[src/hw/rtl/softmax_linear_classifier_macros.svh]
// Assertion macros for the softmax linear classifier.
// Used by the controller and the top level.
`ifndef SOFTMAX_LINEAR_CLASSIFIER_MACROS_SVH
`define SOFTMAX_LINEAR_CLASSIFIER_MACROS_SVH
// implication checked every clock, quiet during reset
`define SLC_ASSERT_IMP(label, clk, rst, ante, cons, msg) \
   label: assert property (@(posedge clk) disable iff (rst) (ante) |-> (cons)) else $error(msg);
// implication checked on the next clock
`define SLC_ASSERT_NEXT(label, clk, rst, ante, cons, msg) \
   label: assert property (@(posedge clk) disable iff (rst) (ante) |=> (cons)) else $error(msg);
`endif

[src/hw/rtl/slc_pkg.sv]
// Shared types and constants for the softmax linear classifier.
// No dependencies.
`timescale 1ns / 1ps
package slc_pkg;
   localparam int FEATURES_DEFAULT = 64;
   localparam int CLASSES_DEFAULT  = 8;
   localparam int MAX_REPORT       = 8;
   localparam int SCORE_W          = 40;
   localparam int EXP_W            = 17;
   localparam int SUM_W            = 20;
   localparam logic [16:0] LOG2E_Q16 = 17'd94548;

   // datapath commands
   typedef enum logic [2:0] {
      OP_NONE, OP_MAC, OP_MAX, OP_EXP, OP_DIV_START, OP_CLEAR
   } dp_op_type;

   typedef struct packed {
      dp_op_type  op;
      logic [5:0] cls;
      logic       first;
   } dp_cmd_type;

   typedef struct packed {
      logic div_done;
   } dp_status_type;

   function automatic logic [16:0] pow2_lookup(input logic [4:0] idx);
      logic [16:0] r;
      case (idx)
         5'd0: r = 17'd65536;  5'd1: r = 17'd62757;  5'd2: r = 17'd60097;
         5'd3: r = 17'd57549;  5'd4: r = 17'd55109;  5'd5: r = 17'd52773;
         5'd6: r = 17'd50535;  5'd7: r = 17'd48393;  5'd8: r = 17'd46341;
         5'd9: r = 17'd44376;  5'd10: r = 17'd42495; 5'd11: r = 17'd40693;
         5'd12: r = 17'd38968; 5'd13: r = 17'd37316; 5'd14: r = 17'd35734;
         5'd15: r = 17'd34219; default: r = 17'd32768;
      endcase
      return r;
   endfunction
endpackage

[src/hw/rtl/slc_controller.sv]
// Controller sequencing MAC, max, exp and divide phases.
// Depends on slc_pkg and the macros header.
`timescale 1ns / 1ps
`include "softmax_linear_classifier_macros.svh"
module slc_controller #(
   parameter int FEATURES = slc_pkg::FEATURES_DEFAULT,
   parameter int CLASSES  = slc_pkg::CLASSES_DEFAULT
) (
   input  logic                   clock,
   input  logic                   reset,
   input  logic                   accept,
   input  logic                   mode,
   input  logic [8:0]             position,
   input  logic                   final_feature,
   input  slc_pkg::dp_status_type status,
   output slc_pkg::dp_cmd_type    cmd,
   output logic                   busy,
   output logic                   rsp_valid,
   output logic [2:0]             rsp_class,
   output logic                   rsp_last
);
   localparam int NREP = (CLASSES < slc_pkg::MAX_REPORT) ? CLASSES : slc_pkg::MAX_REPORT;
   typedef enum logic [3:0] {
      S_IDLE, S_MAC, S_DRAIN, S_MAX, S_EXP, S_EXPW, S_DIV, S_WAIT, S_CLR
   } state_type;
   state_type state_ff;
   logic [5:0] cls_ff;
   logic fin_ff;

   always_comb begin
      cmd.op = slc_pkg::OP_NONE;
      cmd.cls = cls_ff;
      cmd.first = (cls_ff == 6'd0);
      unique case (state_ff)
         S_MAC: cmd.op = slc_pkg::OP_MAC;
         S_MAX: cmd.op = slc_pkg::OP_MAX;
         S_EXP: cmd.op = slc_pkg::OP_EXP;
         S_DIV: cmd.op = slc_pkg::OP_DIV_START;
         S_CLR: cmd.op = slc_pkg::OP_CLEAR;
         default: ;
      endcase
   end

   assign busy = (state_ff != S_IDLE);

   always_ff @(posedge clock) begin
      if (reset) begin
         state_ff <= S_IDLE;
         cls_ff <= '0;
         fin_ff <= 1'b0;
         rsp_valid <= 1'b0;
         rsp_last <= 1'b0;
         rsp_class <= '0;
      end else begin
         rsp_valid <= 1'b0;
         unique case (state_ff)
            S_IDLE: if (accept && mode) begin
               cls_ff <= '0;
               fin_ff <= final_feature;
               state_ff <= (32'(position) < FEATURES) ? S_MAC : S_DRAIN;
            end
            S_MAC: begin
               cls_ff <= cls_ff + 6'd1;
               if (32'(cls_ff) == CLASSES - 1) state_ff <= S_DRAIN;
            end
            S_DRAIN: begin
               cls_ff <= '0;
               state_ff <= fin_ff ? S_MAX : S_IDLE;
            end
            S_MAX: begin
               if (32'(cls_ff) == CLASSES - 1) begin
                  cls_ff <= '0;
                  state_ff <= S_EXP;
               end else cls_ff <= cls_ff + 6'd1;
            end
            S_EXP: begin
               if (32'(cls_ff) == CLASSES - 1) begin
                  cls_ff <= '0;
                  state_ff <= S_EXPW;
               end else cls_ff <= cls_ff + 6'd1;
            end
            // last exp value and the sum settle
            S_EXPW: state_ff <= S_DIV;
            S_DIV: state_ff <= S_WAIT;
            S_WAIT: if (status.div_done) begin
               rsp_valid <= 1'b1;
               rsp_class <= cls_ff[2:0];
               rsp_last <= (32'(cls_ff) == NREP - 1);
               cls_ff <= cls_ff + 6'd1;
               state_ff <= (32'(cls_ff) == NREP - 1) ? S_CLR : S_DIV;
            end
            S_CLR: state_ff <= S_IDLE;
            default: state_ff <= S_IDLE;
         endcase
      end
   end

   `SLC_ASSERT_IMP(a_no_accept_busy, clock, reset, accept, state_ff == S_IDLE, "accept while busy")
   `SLC_ASSERT_IMP(a_rsp_from_wait, clock, reset, rsp_valid, state_ff == S_DIV || state_ff == S_CLR, "stray")
   `SLC_ASSERT_IMP(a_done_in_wait, clock, reset, status.div_done, state_ff == S_WAIT, "divider done outside wait")
endmodule

[config.mk]
export PLATFORM = sky130hd
export DESIGN_NAME = slc_controller
export DESIGN_NICKNAME = d
export VERILOG_FILES = /design/src/hw/rtl/slc_pkg.sv /design/src/hw/rtl/slc_controller.sv
export VERILOG_INCLUDE_DIRS = /design/src /design/src/hw/rtl
export SDC_FILE = /design/constraint.sdc
export NUM_CORES = 1
export LEC_CHECK = 0
export BUFFER_PORTS_ARGS = -buffer_cell sky130_fd_sc_hd__buf_2
export CAP_MARGIN = 20
export CORE_MARGIN = 2
export CORE_UTILIZATION = 53
export CTS_CLUSTER_DIAMETER = 120
export DETAILED_ROUTE_END_ITERATION = 8
export PLACE_DENSITY = 0.83
export SYNTH_ARGS = -nofsm -noshare
export SYNTH_HDL_FRONTEND = slang
export SYNTH_SLANG_ARGS = --single-unit
[constraint.sdc]
create_clock -name clock -period 2.7 [get_ports clock]
set_input_delay 0.54 -clock clock [delete_from_list [all_inputs] [get_ports clock]]
set_output_delay 0.54 -clock clock [all_outputs]
set_load 0.02 [all_outputs]
==> PnR_summary.wiki <==
{| class="wikitable"
! Metric !! Value
|-
| Endpoint required time on the critical path || between 2 and 2.5 ns
|-
| Number of distinct library cells after synthesis || between 40 and 50
|-
| PortBufs || 24
|-
| Launch point of the critical path || state_ff[0]
|-
| RSZ-0062 raised after global routing || no
|-
| Fin Setup TNS || 0 ns
|-
| Fin crit share || 82.6%
|-
| Number of placement rows || 15
|-
| HPWL after detailed placement || roughly 1500 microns
|-
| Synthesized instance count || between 100 and 150
|-
| Number of nets with antenna violations after routing || 0
|-
| Power density of the placed cells || 472 nW/um^2
|-
| Latest clock arrival within the worst-skew pair || about 0.30 ns
|-
| Library cell used as clock root buffer || sky130_fd_sc_hd__clkbuf_4
|-
| Yosys warning total || 0
|-
| Count of max-cap constraint violations || 0
|-
| Worst Skew || between 0.01 and 0.015 ns
|-
| Outcome || finished, final reports clean
|-
| Area overhead of the layout relative to synthesis || 15.7%
|-
| Die area || around 2200 sq um
|-
| Instance count after placement with tap cells included || 159
|-
| Syn Std Cell Area || approximately 970 sq um
|-
| Number of buffers inserted during clock tree synthesis || 3
|-
| Pins Over Slew Limit || 0
|-
| Lkg Pwr || a little under 0.5 nW
|-
| Final RePlAce weighted congestion || ~0.76
|-
| Worst slew margin relative to its limit || between 50% and 60%
|-
| End of the worst register-to-register path || cls_ff[0]
|-
| Num Clock Sinks || 16
|-
| Maximum level of the CTS H-tree || 1
|-
| Total of hold buffers inserted after clock tree synthesis || 0
|-
| Largest fanout of any net on the critical path || 16
|-
| Worst EP arrival || about 1.7 ns
|-
| Filler Cells Inserted || 160
|-
| Antenna violations before repair || 0
|-
| WL/cell || between 10 and 15 microns
|-
| Clock tree from TritonCTS || built
|-
| Highest clock rate || roughly 0.45 GHz
|-
| CP max-delay cell || sky130_fd_sc_hd__dfxtp_1
|-
| Count of cells resized by post-cts repair || 0
|-
| Final wirelength || between 2000 and 2500 microns
|-
| Sequential fraction of the synthesis area || 33.0%
|-
| Finish-stage setup viols || 0
|-
| Worst-path cell chain || or2_1 > or3_1 > buf_2
|-
| Slew at the pin closest to its max-slew limit || 0.615 ns
|-
| Dpl ws || just under 0.7 ns
|-
| Initial DRT Pass Iterations || 4
|-
| Post-route setup slack || 0.471 ns
|-
| First-pass GRT wire length || slightly above 3000 microns
|-
| Post-CTS setup-driven buffer insertion count || 0
|-
| Crit path buffers/inverters || 1
|-
| Worst supply voltage drop on vdd || 0.380 mV
|-
| Final Hold Fails || 0
|-
| Die outline height || 46.8 microns
|-
| Via/cell ratio || ~5.5
|-
| Clock period minus final worst setup slack || roughly 2.2 ns
|-
| Effective utilization at floorplan || 56.2%
|-
| Die X-Extent || ~47 microns
|-
| Critical Setup Path Class || flop to output pin
|-
| Launch point of the worst hold path || rsp_class[0]
|-
| Syn Area/Cell || about 8.4 sq um
|-
| Net count of the finished layout || about 160
|-
| Number of nets in the synthesized netlist || around 130
|-
| Crit path max-delay family || simple AND/OR/NAND/NOR gates
|-
| Post-synthesis register bit count || 16
|-
| Core area || between 1500 and 2000 sq um
|-
| Worst r2r src || state_ff[2]
|-
| R2R Setup Slk || between 0.7 and 0.8 ns
|-
| Diode count || 0
|-
| GRT Residual Overflow || 0
|-
| Number of global-route vias before repair || approximately 700
|-
| Initial DRC Count || 14
|-
| Worst setup SP type || flop
|-
| Total power of the final layout || approximately 0.53 mW
|-
| Logic depth of the worst register-to-register path || 5
|-
| Layout Cells excl Fill || between 150 and 200
|-
| CP Capture Type || output pin
|-
| Clock-pin slew reported for the worst setup and hold paths after clock tree synthesis || 0.10 ns
|-
| Overall global routing resource usage || 20.0%
|-
| Largest net degree at the start of global routing || 17
|-
| Crit path capture || busy
|-
| Layout cell share with drive strength beyond 1 || 28.3%
|-
| Number of buffers between clock root and the deepest sink || 2
|-
| Classification of the worst-slack hold path || flop to flop
|-
| Number of ports placed on the die boundary || 31
|-
| Critical Path Stages || 3
|-
| Post-route DRC violation count || 0
|-
| Peak per-stage delay on the critical path || 0.51 ns
|-
| Via count of the routed design || between 900 and 1k
|}
flip-flops by register name, indices dropped and copies added (netlist names):
name and flops:
rsp_valid 1, rsp_class 3, fin_ff 1, rsp_last 1, cls_ff 6, state_ff 4
worst reg2reg max path, cell delays in order, from the launching register on:
cell                       delay, ns
sky130_fd_sc_hd__dfxtp_1        0.66
sky130_fd_sc_hd__nor3b_2        0.31
sky130_fd_sc_hd__o22ai_2        0.13
sky130_fd_sc_hd__a211oi_2       0.41
sky130_fd_sc_hd__and2_1         0.26
sky130_fd_sc_hd__mux2_2         0.17
final cells by class:
class / instances / area (sq um) / area share, %
multi-input combinational: 91 / 604 / 53.8
sequential: 16 / 320 / 28.5
timing repair buffer: 24 / 120 / 10.7
clock buffer: 4 / 36.3 / 3.23
tap: 25 / 31.3 / 2.78
inverter: 3 / 11.3 / 1.00
cells by family after synthesis:
logic type / after synthesis / synth area share [%]
xor+xnor: 2 / 1.80
mux: 4 / 4.25
simple gates: 55 / 30.7
flops: 16 / 33.0
compound gates: 28 / 22.9
buf+inv: 9 / 4.77
fa+ha+maj: 2 / 2.58
layer usage:
metal | global-route usage, % | share of wire, %
met5 | 0 | 0
met4 | 10.0 | 1.6
met3 | 3.46 | 4.6
met2 | 31.2 | 47
met1 | 26.5 | 47
report_power, final:
group          total [mW]  switching (mW)  internal (mW)
clock               0.160          0.0773         0.0823
sequential          0.263          0.0211          0.242
combinational       0.108          0.0579         0.0500
metrics by stage:
stage / area [sq um] / hold WS (ns) / utilization [%]
finish: 1120 / 0.465 / 65.1
global route: 1120 / 0.488 / 65.1
CTS: 1120 / 0.469 / 65.1
detailed placement: 1090 / 0.454 / 63.0
global placement: 1090 / 0.441 / 63.0
floorplan: 971 / 0.475 / -
worst min-delay path by stage:
| stage | endpoint | slack [ns] | cells after the start |
|---|---|---|---|
| final | rsp_class[0] | 0.46 | 2 |
| after global routing | rsp_class[1] | 0.49 | 2 |
| after CTS | rsp_class[0] | 0.47 | 2 |
| after detailed placement | rsp_class[0] | 0.45 | 2 |
| after global placement | rsp_last | 0.44 | 2 |
| after floorplan | fin_ff | 0.47 | 2 |
synth_stat cells (all sizes together):
cell / n / area, sq um
dfxtp: 16 / 320
nor2: 14 / 55.1
nand2: 12 / 45.0
a21oi: 9 / 45.0
nand3: 6 / 42.5
nor3: 5 / 25.0
a21o: 3 / 22.5
a22o: 3 / 26.3
buf: 3 / 23.8
clkbuf: 3 / 11.3
inv: 3 / 11.3
mux2i: 3 / 30.0
nand2b: 3 / 18.8
nor3b: 3 / 27.5
or2: 3 / 18.8
or3: 3 / 18.8
a2111oi: 2 / 30.0
ha: 2 / 25.0
o21ai: 2 / 10.0
a211oi: 1 / 12.5
a311oi: 1 / 15.0
a31oi: 1 / 6.26
a32oi: 1 / 8.76
and2: 1 / 6.26
and2b: 1 / 7.51
and4bb: 1 / 12.5
mux2: 1 / 11.3
nand3b: 1 / 7.51
nand4: 1 / 6.26
nor2b: 1 / 6.26
o211ai: 1 / 7.51
o21ba: 1 / 10.0
o22a: 1 / 8.76
o22ai: 1 / 12.5
o31ai: 1 / 7.51
xnor2: 1 / 8.76
xor2: 1 / 8.76
cells in the final DEF (no fill, tap or decap), drive strengths merged, types with 4 or more instances in the layout:
| master | n |
|---|---|
| nand2 | 12 |
| clkbuf | 4 |
| nand3 | 6 |
| nor3 | 5 |
| dfxtp | 16 |
| a21oi | 9 |
| nor2 | 14 |
| buf | 24 |
(Power assumes the default switching activity.)
